--- src/rtl/rsdd_pkg.sv ---
// shared types and constants of the signed rns digit decomposition block
package rsdd_pkg;

   localparam int REG_TOWERS     = 4;
   localparam int TOWER_BITS     = 2;
   localparam int CSR_INDEX_BITS = 4;

   localparam logic [CSR_INDEX_BITS-1:0] CSR_FACTOR_BASE = 4'd4;
   localparam logic [CSR_INDEX_BITS-1:0] CSR_INDEX_END   = 4'd8;

   typedef struct packed {
      logic valid;
      logic bypass;
   } stage_ctrl_type;

   typedef struct packed {
      logic full;
      logic empty;
   } queue_status_type;

endpackage

--- src/rtl/rsdd_front.sv ---
// front section: accepts words, classifies the source tower, selects modulus and factor
module rsdd_front import rsdd_pkg::*; #(
   parameter int TOWER_COUNT  = 4,
   parameter int MODULUS_BITS = 60
) (
   input  logic                                     req_valid,
   output logic                                     req_stall,
   input  logic [MODULUS_BITS-1:0]                  req_coefficient,
   input  logic [TOWER_BITS-1:0]                    req_source_tower,
   input  logic [REG_TOWERS-1:0][MODULUS_BITS-1:0]  eff_modulus,
   input  logic [REG_TOWERS-1:0][MODULUS_BITS-1:0]  factor,
   input  queue_status_type                         queue_status,
   output logic                                     push,
   output logic [3*MODULUS_BITS:0]                  push_data
);

   localparam logic [TOWER_BITS:0] TOWER_LIMIT = (TOWER_BITS+1)'(TOWER_COUNT);

   logic bypass;

   assign req_stall = queue_status.full;
   assign push      = req_valid && !queue_status.full;
   assign bypass    = ({1'b0, req_source_tower} >= TOWER_LIMIT);
   assign push_data = {bypass, eff_modulus[req_source_tower],
                       factor[req_source_tower], req_coefficient};

endmodule

--- config.mk ---
export PLATFORM = sky130hd
export DESIGN_NAME = rsdd_front
export DESIGN_NICKNAME = d
export VERILOG_FILES = /design/src/rtl/rsdd_pkg.sv /design/src/rtl/rsdd_front.sv
export SDC_FILE = /design/constraint.sdc
export NUM_CORES = 1
export LEC_CHECK = 0
export BUFFER_PORTS_ARGS = -buffer_cell sky130_fd_sc_hd__buf_4
export CAP_MARGIN = 20
export CORE_AREA = 2 2 280 282
export DETAILED_ROUTE_END_ITERATION = 10
export DIE_AREA = 0 0 282 284
export GPL_TIMING_DRIVEN = 0
export PLACE_DENSITY_LB_ADDON = 0.3
export SLEW_MARGIN = 10
export SYNTH_ARGS = -nofsm -noshare
export SYNTH_HDL_FRONTEND = slang
export SYNTH_SLANG_ARGS = --single-unit
--- constraint.sdc ---
create_clock -name vclk -period 0.9
set_input_delay 0.045 -clock vclk [all_inputs]
set_output_delay 0.045 -clock vclk [all_outputs]
set_load 0.1 [all_outputs]
==> flow_summary_export.csv <==
group,metric,value,unit
synth,syn_area_per_cell,16.0,sq um
synth,ys_warn_count,0,
route,wl,38100,microns
global_route,use_met2,16.5,%
critical_path,worstPathCellList,"buf_16, buf_12, buf_12, mux4_2, buf_12",
critical_path,required,0.85,ns
synth,synth_mux_area_share,80.2,%
global_route,first_global_vias,6073,
floorplan,core_region_area,77000,sq um
global_route,gr-total-overflow,0,
floorplan,die_x,282,microns
finish,nFillCells,8731,
finish,fin_nets,1437,
critical_path,critical_path.startpoint_type,"primary input",
route,avgViaCountPerCell,2.77,
timing,finalHoldViolations,0,
route,first_pass_iters,5,
critical_path,critical_path_class,"primary input to output pin",
critical_path,cp.arrival,1.22,ns
critical_path,crit_slowest_cell,"mux4_2",
synth,yosysUniqueCellTypes,7,
finish,final.clkbuf_count,0,
critical_path,end_kind,"output pin",
floorplan,rows,102,
route,ant_nets,0,
placed_design,place_ws,-1.21,ns
timing,fin_ws,-0.365,ns
floorplan,fp.dieArea,80100,sq um
synth,synth_adder_area_share,0,%
timing,period_share,141,%
finish,syn_to_final_growth,229,%
critical_path,critPathBufInv,4,
min_path,hp-class,"primary input to output pin",
critical_path,cp_max_fo,7,
route,dr_total_vias,5370,
pwr,p_leak,4.94,nW
global_route,grt_use_met3,2.85,%
placed_design,dp_hpwl,33300,microns
placed_design,globalplace.congestion,0.904,
synth,yosysSeqAreaShare,0,%
synth,synth_area,3370,sq um
global_route,grt_max_degree,11,
finish,final_layout_size_suffix_gt1_share,99.9,%
outcome,violations,"setup timing",
finish,final_common_cell,"buf_4",
finish,final_cell_mix,"612 x buf_4, 120 x mux4_2, 81 x buf_6",
finish,final-seq-area,0,sq um
floorplan,start_util,4.38,%
synth,synth_compound_area_share,0,%
synth,synth_nets,755,
timing,slew_viol_final,0,
clock_network,ctsHoldBuffers,0,
global_route,antenna_found_initial,8,
floorplan,ios,728,
timing,setup_tns,-31.16,ns
critical_path,max_stage_delay,0.58,ns
timing,rsz0062_at_grt,"true",
global_route,busiest_layer,"met2",
timing,fin_crit,1.26,ns
critical_path,path_common_cell,"buf_12",
global_route,grt_util_met1,8.33,%
critical_path,critical_path.top_delay_family,"multiplexers",
outcome,outcome,"finished with violations",
route,drc,0,
route,drtIter0Drc,112,
pwr,power_density,1020,nW/um^2
synth,synthXorXnorAreaFrac,0,%
global_route,track_usage,8.50,%
pwr,power,11.3,mW
timing,finalSetupViolations,120,
pwr,peakVddDrop,0.545,mV
synth,synthSimpleGateAreaFrac,0.186,%
floorplan,dieHeight,284,microns
global_route,grt_pass1_wl,47300,microns
placed_design,portBuffers,664,
timing,max_freq,791,MHz
route,routedWlPerCell,19.7,microns
synth,synth_top_family_by_area,"multiplexers",
synth,synth_cells,210,
job,maxCapViolations,0,
finish,seq_cell_count,0,
==> routing by layer <==
metal / vias to the layer above / wire length, microns
met5: - / 13
met4: 2 / 974
met3: 34 / 4520
met2: 494 / 20300
met1: 2563 / 12300
li1: 2277 / -
==> path summary, 6_finish.rpt <==
check / slack, ns / cells past startpoint / endpoint / start
worst max-delay path: -0.36 / 5 / push_data[102] / req_source_tower[0]
worst min-delay path: 0.42 / 2 / push_data[0] / req_coefficient[0]
==> where the power goes <==
part | internal (mW) | total, mW | switching (mW)
Clock | 0.000000922 | 0.000000922 | 0
Combinational | 4.22 | 11.3 | 7.10
Sequential | 0 | 0 | 0
Total | 4.22 | 11.3 | 7.10
==> synthesized netlist by cell type <==
cell      number  area, sq um
nor2b_1        1         6.26
buf_6         10          113
buf_4         63          473
conb_1         1         3.75
clkbuf_1       3         11.3
buf_2         12         60.1
mux4_2       120         2700
==> logic make-up (layout without fill, tap and decap cells) <==
| family | Yosys count | after routing |
|---|---|---|
| and+or+nand+nor | 1 | 1 |
| buffers and inverters | 88 | 768 |
| other | 1 | 7 |
| muxes | 120 | 120 |
==> layout make-up <==
class              instances  area [sq um]  share of cell area (%)
repair buffers           681          6170                    55.7
multi-input cells        122          2720                    24.5
well taps               1040          1300                    11.7
plain buffers             87           882                    7.96
diodes                     6          15.0                   0.136
==> what timing repair did <==
| item | in CTS | in global routing |
|---|---|---|
| gates cloned | 7 | 6 |
| hold endpoints to repair | 0 | 0 |
| gates resized for setup | 201 | 20 |
| endpoints found under the setup margin | 120 | 120 |
| buffers inserted | 5 | 0 |
==> metrics by stage <==
stage               hold slack, ns  utilization, %  instances  area [sq um]
finish                       0.417            14.4       1936         11100
global route                 0.419            14.4       1935         11100
CTS                          0.417            14.1       1925         10800
detailed placement           0.417            12.7       1914          9800
global placement             0.417            12.7       1914          9800
floorplan                    0.265               -        210          3510
No activity file was read; power rests on OpenSTA's default activity.
