File: config.mk
export PLATFORM = sky130hd
export DESIGN_NAME = rsdd_queue
export DESIGN_NICKNAME = d
export VERILOG_FILES = /design/src/rtl/rsdd_pkg.sv /design/src/rtl/rsdd_queue.sv
export SDC_FILE = /design/constraint.sdc
export NUM_CORES = 1
export LEC_CHECK = 0
export BUFFER_PORTS_ARGS = -buffer_cell sky130_fd_sc_hd__buf_2
export CELL_PAD_IN_SITES_DETAIL_PLACEMENT = 0
export CELL_PAD_IN_SITES_GLOBAL_PLACEMENT = 2
export CORE_UTILIZATION = 42
export CTS_CLUSTER_SIZE = 30
export DETAILED_ROUTE_END_ITERATION = 16
export GPL_ROUTABILITY_DRIVEN = 0
export PLACE_DENSITY_LB_ADDON = 0.05
export SYNTH_ARGS = -nofsm -noshare
export SYNTH_HDL_FRONTEND = slang
export SYNTH_SLANG_ARGS = --single-unit
File: constraint.sdc
create_clock -name clock -period 12.5 [get_ports clock]
set_clock_uncertainty 0.2 [all_clocks]
set_input_delay 1.875 -clock clock [delete_from_list [all_inputs] [get_ports clock]]
set_output_delay 1.875 -clock clock [all_outputs]
set_load 0.03 [all_outputs]
File: src/rtl/rsdd_pkg.sv
// shared types and constants of the signed rns digit decomposition block
package rsdd_pkg;

   localparam int REG_TOWERS     = 4;
   localparam int TOWER_BITS     = 2;
   localparam int CSR_INDEX_BITS = 4;

   localparam logic [CSR_INDEX_BITS-1:0] CSR_FACTOR_BASE = 4'd4;
   localparam logic [CSR_INDEX_BITS-1:0] CSR_INDEX_END   = 4'd8;

   typedef struct packed {
      logic valid;
      logic bypass;
   } stage_ctrl_type;

   typedef struct packed {
      logic full;
      logic empty;
   } queue_status_type;

endpackage

File: src/rtl/rsdd_queue.sv
// two-entry word queue between the front and back sections
module rsdd_queue import rsdd_pkg::*; #(
   parameter int WIDTH = 181
) (
   input  logic             clock,
   input  logic             reset,
   input  logic             push,
   input  logic [WIDTH-1:0] push_data,
   input  logic             pop,
   output logic [WIDTH-1:0] pop_data,
   output queue_status_type status
);

   logic [WIDTH-1:0] entry_ff [2];
   logic             rd_ptr_ff, rd_ptr_in;
   logic             wr_ptr_ff, wr_ptr_in;
   logic [1:0]       count_ff, count_in;
   logic             do_push, do_pop;

   assign status.full  = (count_ff == 2'd2);
   assign status.empty = (count_ff == 2'd0);
   assign do_push      = push && !status.full;
   assign do_pop       = pop && !status.empty;
   assign pop_data     = entry_ff[rd_ptr_ff];

   always_comb begin
      rd_ptr_in = do_pop ? !rd_ptr_ff : rd_ptr_ff;
      wr_ptr_in = do_push ? !wr_ptr_ff : wr_ptr_ff;
      count_in  = count_ff + {1'b0, do_push} - {1'b0, do_pop};
   end

   always_ff @(posedge clock) begin
      if (reset) begin
         rd_ptr_ff <= 1'b0;
         wr_ptr_ff <= 1'b0;
         count_ff  <= 2'd0;
      end else begin
         rd_ptr_ff <= rd_ptr_in;
         wr_ptr_ff <= wr_ptr_in;
         count_ff  <= count_in;
      end
   end

   always_ff @(posedge clock) begin
      if (do_push) begin
         entry_ff[wr_ptr_ff] <= push_data;
      end
   end

endmodule

==> flow_summary.rst, run 1 <==
.. list-table::
   :header-rows: 1

   * - Metric
     - Value
   * - Fraction of registers with async set/reset
     - 0%
   * - Biggest area consumer among synthesized cells
     - sky130_fd_sc_hd__edfxtp_1
   * - Largest net degree at the start of global routing
     - 124
   * - FF+latch count, synth
     - 367
   * - Minimum setup slack among reg-to-reg paths
     - 8.91 ns
   * - Cell family with most CP delay
     - buffers and inverters
   * - Hold-fix buffer count after cts
     - 0
   * - H-tree level count
     - 2
   * - Startpoint of the worst register-to-register path
     - count_ff[0]
   * - Buffers & Inverters on Critical Path
     - 2
   * - Overall routed net length
     - 27.8 mm
   * - Number of buffers added on ports
     - 367
   * - Setup repair after global routing missed its margin
     - false
   * - Capturing point of the worst reg2reg path
     - entry_ff[1][128]
   * - Ys flop type
     - sky130_fd_sc_hd__edfxtp_1
   * - Clk sinks
     - 367
   * - Final Slew Violations
     - 0
   * - Skew-Pair Late Insertion Delay
     - 0.51 ns
   * - Crit path max-delay cell type
     - sky130_fd_sc_hd__buf_4
   * - Number of antenna violations at the first check in global routing
     - 13
   * - Worst vdd rail ir drop
     - 0.184 mV
   * - Placeable core region
     - 31800 µm²
   * - Global route total overflow
     - 0
   * - Reg2Reg Depth
     - 4
   * - Mean area per synthesized cell
     - 23.1 µm²
   * - Horizontal die dimension
     - 182 µm
   * - Util after Layout
     - 53.8%
   * - Critical path capture point type
     - output pin
   * - Count of TritonRoute iterations in the first routing pass
     - 4
   * - CTS buffer count
     - 40
   * - Placed Instances
     - 1377
   * - Global-route usage over all layers
     - 16.3%
   * - Critical path required time
     - 10.43 ns
   * - Area post-placement
     - 15900 µm²
   * - Clock Tree Buf Depth
     - 3
   * - Area occupied by multi-input gates
     - 2500 µm²
   * - Post-route ant nets
     - 0
   * - Via density per instance
     - 4.67
   * - Outcome
     - finished clean
   * - Total Power
     - 3950 µW
   * - Hold Path End
     - wr_ptr_ff
   * - Proportion of layout cells with a drive suffix above 1
     - 60.0%
   * - Top cells by count, synth
     - sky130_fd_sc_hd__edfxtp_1 (362), sky130_fd_sc_hd__mux2_2 (91), sky130_fd_sc_hd__mux2_4 (90), sky130_fd_sc_hd__buf_6 (11), sky130_fd_sc_hd__buf_2 (9)
   * - Count of vias placed by the detailed router
     - 6791
   * - Hold Path Class
     - flop to flop
   * - NumNets Final
     - 1171
   * - Maximum cell stage delay along the critical path
     - 0.99 ns
   * - Post-synthesis cell count
     - 590
   * - Final instance count without filler cells
     - 1453
   * - Final cell area excluding filler cells
     - 17100 µm²
   * - Count of different cell masters after synthesis
     - 21
   * - Portion of the post-synthesis area used by sequential elements
     - 80.4%
   * - Most frequent cell after synthesis
     - sky130_fd_sc_hd__edfxtp_1
   * - First-pass GRT wire length
     - 40.9 mm
   * - Root buf cell
     - sky130_fd_sc_hd__clkbuf_16
   * - Final HPWL DP
     - 18.9 mm
   * - Cell Pwr Density
     - 231 nW/µm²
   * - Die span in y
     - 182 µm
   * - Signal arrival time at the worst endpoint
     - 3.11 ns
   * - DRC violations left
     - 0
   * - WL/cell
     - 19.1 µm
   * - Worst rel slew slack
     - 20.5%
   * - Syn. warnings
     - 0
   * - Cell leakage power
     - 0.00653 µW
   * - Post-synth EDFFs
     - 362
   * - Largest fanout on the critical path
     - 64
   * - Count of max-cap constraint violations
     - 0
   * - Count of instances resized after the clock tree is built
     - 0
   * - Startpoint class of the critical path
     - flop
   * - Min Tclk post-route
     - 5.18 ns
   * - Hold Fails Final Rpt
     - 0
   * - Cell Rows
     - 65
   * - Iter 0 DRT Violations
     - 347
   * - Total die area
     - 33200 µm²
   * - Synthesized area
     - 13600 µm²
   * - Number of global-route vias before repair
     - 7163
   * - Number of nets produced by synthesis
     - 777
   * - Post-CTS setup buffer count
     - 0
   * - Share of Yosys cell area claimed by the top area cell type
     - 79.6%
   * - Setup violators final
     - 0
   * - Share of the cycle needed by the critical path after routing
     - 41.5%
   * - Cells along the critical path
     - buf_4, mux2_2, buf_2
   * - Effective utilization at floorplan
     - 42.9%
   * - Source of the worst hold timing path
     - wr_ptr_ff
   * - Number of primary I/O pins
     - 368
   * - Area contributors post-synth
     - sky130_fd_sc_hd__edfxtp_1 (80%), sky130_fd_sc_hd__mux2_4 (9.9%), sky130_fd_sc_hd__mux2_2 (7.5%), sky130_fd_sc_hd__buf_6 (0.91%), sky130_fd_sc_hd__dfxtp_1 (0.73%)
   * - Final setup TNS
     - 0 ns
   * - Hold Path Depth
     - 2
   * - Growth of design area from synthesis to finish
     - 25.4%
   * - Slew at the pin with the worst max-slew slack
     - 1.19 ns
   * - Type of the worst setup path
     - flop to output pin
   * - Maximum frequency from static timing analysis
     - 0.193 GHz
   * - Clk slew on worst S/H paths
     - 0.06 ns
   * - Clock tree from TritonCTS
     - built
   * - Footprint of the flip-flops and latches
     - 11000 µm²
   * - Fill cell total of the finished layout
     - 2602
-- kinds of logic (layout without fill, tap and decap cells) --
| group | Yosys count | after routing | share of synthesized area [%] |
|---|---|---|---|
| other | 0 | 10 | 0 |
| buffers and inverters | 24 | 442 | 1.35 |
| xor gates and xnor gates | 2 | 2 | 0.128 |
| and+or+nand+nor | 11 | 11 | 0.422 |
| AOI/OAI and AO/OA | 3 | 3 | 0.128 |
| muxes | 181 | 181 | 17.4 |
| adders and majority gates | 2 | 2 | 0.183 |
| DFF | 367 | 367 | 80.4 |
-- worst min-delay path, stage by stage, from the launching register on --
cell	delay (ns)
sky130_fd_sc_hd__dfxtp_1	0.32
sky130_fd_sc_hd__o21ai_0	0.07
sky130_fd_sc_hd__a21oi_1	0.06
-- metrics by stage --
step           hold WS [ns]  setup WS (ns)
2_1_floorplan         0.252           5.67
4_1_cts               0.296           7.21
5_1_grt               0.321           7.11
3_5_place_dp          0.284           7.38
6_report              0.296           7.32
3_3_place_gp          0.278           7.48
-- final cells by class --
cell class              instances  share of cell area, %
flip-flops and latches        367                   64.1
well taps                     435                   3.18
repair buffers                372                   11.0
multi-input cells             199                   14.6
diodes                         10                  0.146
clock inverters                18                  0.738
clock buffers                  48                   6.15
inverters                       4                  0.117
-- placed cells by master, fill, tap and decap left out, drive strengths merged, types with 2 or more instances in the layout --
cell	instances
nor2	4
edfxtp	362
dfxtp	5
clkinv	16
inv	4
clkbuf	48
bufinv	2
ha	2
diode	10
mux2	181
buf	372
-- per-layer routing --
layer / vias up / part of all wire, % / global-route usage [%]
met3: 53 / 9.0 / 6.31
met1: 3327 / 40 / 19.5
li1: 3142 / - / -
met4: 10 / 2.3 / 5.18
met2: 259 / 49 / 27.3
met5: - / 0.23 / 0
-- worst max path at each step --
| stage | from | to | depth (start not counted) | slack, ns |
|---|---|---|---|---|
| after floorplan | push | entry_ff[1][0] | 1 | 5.67 |
| after global placement | push | entry_ff[1][113] | 4 | 7.48 |
| after detailed placement | push | entry_ff[1][116] | 4 | 7.38 |
| after CTS | flop | pop_data[12] | 3 | 7.21 |
| after global routing | flop | pop_data[19] | 3 | 7.11 |
| final | flop | pop_data[12] | 3 | 7.32 |
-- where the power goes --
group | internal (µW) | switching [µW]
combinational | 457 | 791
sequential | 1570 | 71.1
clock | 634 | 428
-- state kept, by name (all words and copies together) (netlist names), named ones only --
| register | count |
|---|---|
| count_ff | 2 |
| entry_ff | 362 |
| wr_ptr_ff | 1 |
| rd_ptr_ff | 1 |
Note: power is estimated with default switching activity, not from simulation.
==> inputs of run 2 (changes only) <==
--- a/config.mk
+++ b/config.mk
@@ -8,7 +8,7 @@
 export BUFFER_PORTS_ARGS = -buffer_cell sky130_fd_sc_hd__buf_2
 export CELL_PAD_IN_SITES_DETAIL_PLACEMENT = 0
 export CELL_PAD_IN_SITES_GLOBAL_PLACEMENT = 2
-export CORE_UTILIZATION = 42
+export CORE_UTILIZATION = 35
 export CTS_CLUSTER_SIZE = 30
 export DETAILED_ROUTE_END_ITERATION = 16
 export GPL_ROUTABILITY_DRIVEN = 0
==> constraint.sdc (replaced) <==
create_clock -name clock -period 4.6 [get_ports clock]
set_clock_uncertainty 0.2 [all_clocks]
set_input_delay 0.69 -clock clock [delete_from_list [all_inputs] [get_ports clock]]
set_output_delay 0.69 -clock clock [all_outputs]
set_load 0.03 [all_outputs]
==> flow_summary.rst, run 2 (synthesized netlist as in run 1, its figures left out) <==
.. list-table::
   :header-rows: 1

   * - Metric
     - Value
   * - Share of power burned in the clock network
     - 27.2% (was 26.9%)
   * - Count of instances resized after the clock tree is built
     - 0 (unchanged)
   * - Total die area
     - 39800 µm² (was 33200 µm²)
   * - Maximum cell stage delay along the critical path
     - 0.50 ns (was 0.99 ns)
   * - Clock Tree Buf Depth
     - 3 (unchanged)
   * - Overall routed net length
     - 29.7 mm (was 27.8 mm)
   * - Count of TritonRoute iterations in the first routing pass
     - 4 (unchanged)
   * - Cell Rows
     - 71 (was 65)
   * - Cell family with most CP delay
     - buffers and inverters (unchanged)
   * - Signal arrival time at the worst endpoint
     - 2.07 ns (was 3.11 ns)
   * - Type of the worst setup path
     - flop to output pin (unchanged)
   * - Proportion of layout cells with a drive suffix above 1
     - 59.7% (was 60.0%)
   * - H-tree level count
     - 2 (unchanged)
   * - Cell leakage power
     - 0.00655 µW (was 0.00653 µW)
   * - Outcome
     - finished clean (unchanged)
   * - Root buf cell
     - sky130_fd_sc_hd__clkbuf_16 (unchanged)
   * - Critical path depth in cells
     - 3 (unchanged)
   * - Number of global-route vias before repair
     - 7385 (was 7163)
   * - Horizontal die dimension
     - 199 µm (was 182 µm)
   * - First-pass GRT wire length
     - 42.7 mm (was 40.9 mm)
   * - Power dissipated by switching net loads
     - 3590 µW (was 1290 µW)
   * - Crit path capture
     - pop_data[56] (was pop_data[12])
   * - Util after Layout
     - 45.5% (was 53.8%)
   * - Setup repair after global routing missed its margin
     - false (unchanged)
   * - Number of buffers added on ports
     - 367 (unchanged)
   * - Startpoint of the worst register-to-register path
     - count_ff[0] (unchanged)
   * - Min Tclk post-route
     - 2.96 ns
   * - Clk sinks
     - 367 (unchanged)
   * - Number of primary I/O pins
     - 368 (unchanged)
   * - Post-CTS setup buffer count
     - 0 (unchanged)
   * - Top Registers
     - entry_ff x362, count_ff x2 (unchanged)
   * - Worst vdd rail ir drop
     - 0.457 mV (was 0.184 mV)
   * - Power share of the sequential group
     - 40.3% (was 41.6%)
   * - Iter 0 DRT Violations
     - 189 (was 347)
   * - Cell Pwr Density
     - 628 nW/µm² (was 231 nW/µm²)
   * - Share of the cycle needed by the critical path after routing
     - 64.4%
   * - Internal Pwr Total
     - 7280 µW (was 2660 µW)
   * - Largest fanout on the critical path
     - 92 (was 64)
   * - Count of vias placed by the detailed router
     - 6808 (was 6791)
   * - Worst rel slew slack
     - 37.7% (was 20.5%)
   * - Die span in y
     - 199 µm (was 182 µm)
   * - Global-route usage over all layers
     - 14.7% (was 16.3%)
   * - Cells along the critical path
     - buf_12, mux2_2, buf_2 (was buf_4, mux2_2, buf_2)
   * - Reg2Reg Depth
     - 5 (was 4)
   * - Combinational group share of total power
     - 32.5% (was 31.6%)
   * - Max reg flops
     - 362 (unchanged)
   * - CTS buffer count
     - 41 (was 40)
   * - Fraction of power spent switching nets
     - 33.0% (was 32.7%)
   * - Via density per instance
     - 4.45 (was 4.67)
   * - Most common library cell in the layout ignoring fill and taps
     - sky130_fd_sc_hd__buf_2 (unchanged)
   * - Count of max-cap constraint violations
     - 0 (unchanged)
   * - Clock tree from TritonCTS
     - built (unchanged)
   * - Setup violators final
     - 0 (unchanged)
   * - Critical path capture point type
     - output pin (unchanged)
   * - Register bank with the most flops
     - entry_ff (unchanged)
   * - Clk slew on worst S/H paths
     - 0.06 ns (about the same)
   * - Critical path required time
     - 3.71 ns (was 10.43 ns)
   * - Post-route ant nets
     - 0 (unchanged)
   * - Buffers & Inverters on Critical Path
     - 2 (unchanged)
   * - Capturing point of the worst reg2reg path
     - entry_ff[0][55] (was entry_ff[1][128])
   * - Final Slew Violations
     - 0 (unchanged)
   * - Slew at the pin with the worst max-slew slack
     - 0.935 ns (was 1.19 ns)
   * - WL/cell
     - 19.4 µm (was 19.1 µm)
   * - Hold Path Class
     - primary input to flop (was flop to flop)
   * - Startpoint class of the critical path
     - flop (unchanged)
   * - DRC violations left
     - 0 (unchanged)
   * - Hold-fix buffer count after cts
     - 0 (unchanged)
   * - Commonest cells after routing, fill and taps aside
     - sky130_fd_sc_hd__buf_2 (367), sky130_fd_sc_hd__edfxtp_1 (362), sky130_fd_sc_hd__mux2_2 (91), sky130_fd_sc_hd__mux2_4 (90), sky130_fd_sc_hd__clkbuf_16 (43) (was sky130_fd_sc_hd__buf_2 (367), sky130_fd_sc_hd__edfxtp_1 (362), sky130_fd_sc_hd__mux2_2 (91), sky130_fd_sc_hd__mux2_4 (90), sky130_fd_sc_hd__clkbuf_16 (41))
   * - Final HPWL DP
     - 19.8 mm (was 18.9 mm)
   * - Placeable core region
     - 38000 µm² (was 31800 µm²)
   * - Effective utilization at floorplan
     - 35.9% (was 42.9%)
   * - Maximum frequency from static timing analysis
     - 0.338 GHz
   * - Minimum setup slack among reg-to-reg paths
     - 2.17 ns (was 8.91 ns)
   * - Hold Fails Final Rpt
     - 0 (unchanged)
   * - Growth of design area from synthesis to finish
     - 26.7% (was 25.4%)
   * - Crit path max-delay cell type
     - sky130_fd_sc_hd__buf_12 (was sky130_fd_sc_hd__buf_4)
   * - Final setup TNS
     - 0 ns (unchanged)
   * - NumNets Final
     - 1173 (was 1171)
   * - Number of antenna violations at the first check in global routing
     - 13 (unchanged)
   * - Largest net degree at the start of global routing
     - 147 (was 124)
   * - Skew-Pair Late Insertion Delay
     - 0.55 ns (was 0.51 ns)
   * - Global route total overflow
     - 0 (unchanged)
[run 2: changes by cell type in the layout (fill, tap and decap cells not counted), sizes merged]
cell	previous run	this run
clkbuf	48	57
clkinv	16	9
diode	10	8
buf	372	373
bufinv	2	1
clkinvlp	0	1
[run 2: stage by stage]
stage	cells	cell area (µm²)	setup slack (ns)	total power, µW	hold WS (ns)
after CTS	1522	17300	1.58	11000	0.0887
after global routing	1526	17300	1.54	11300	0.0952
after floorplan	590	13700	0.398	7100	0.251
after global placement	1454	16100	1.94	7990	0.285
after detailed placement	1454	16100	1.94	8050	0.294
final	1530	17300	1.64	10900	0.129
[run 2: power by group through the flow]
stage | registers (µW) | logic, µW | clock network (µW)
2_1_floorplan | 4460 | 2640 | 0
3_3_place_gp | 4420 | 3570 | 0
3_5_place_dp | 4450 | 3590 | 0
4_1_cts | 4380 | 3600 | 3060
5_1_grt | 4420 | 3730 | 3180
6_report | 4380 | 3530 | 2960
[run 2: worst min-delay path by stage]
| stage | start | slack (ns) | endpoint | depth (start not counted) |
|---|---|---|---|---|
| 2_1_floorplan | wr_ptr_ff | 0.25 | wr_ptr_ff | 2 |
| 3_3_place_gp | wr_ptr_ff | 0.28 | wr_ptr_ff | 2 |
| 3_5_place_dp | wr_ptr_ff | 0.29 | wr_ptr_ff | 2 |
| 4_1_cts | push_data[8] | 0.09 | entry_ff[0][8] | 1 |
| 5_1_grt | push_data[26] | 0.1 | entry_ff[0][26] | 1 |
| 6_report | push_data[156] | 0.13 | entry_ff[0][156] | 1 |
[run 2: area by class of cell]
type	count	area (µm²)
Antenna cell	8	20.0
Tap cell	511	639
Inverter	4	18.8
Sequential cell	367	11000
Timing Repair Buffer	373	1940
Clock inverter	11	73.8
Multi-Input combinational cell	199	2500
Fill cell	3389	20700
Clock buffer	57	1130
[run 2: metal layers]
metal	part of all wire [%]	global-route usage, %	vias to the layer above
li1	-	-	3152
met1	38	16.2	3361
met2	50	25.0	232
met3	9.5	6.77	49
met4	1.8	4.47	14
met5	0.31	0	-
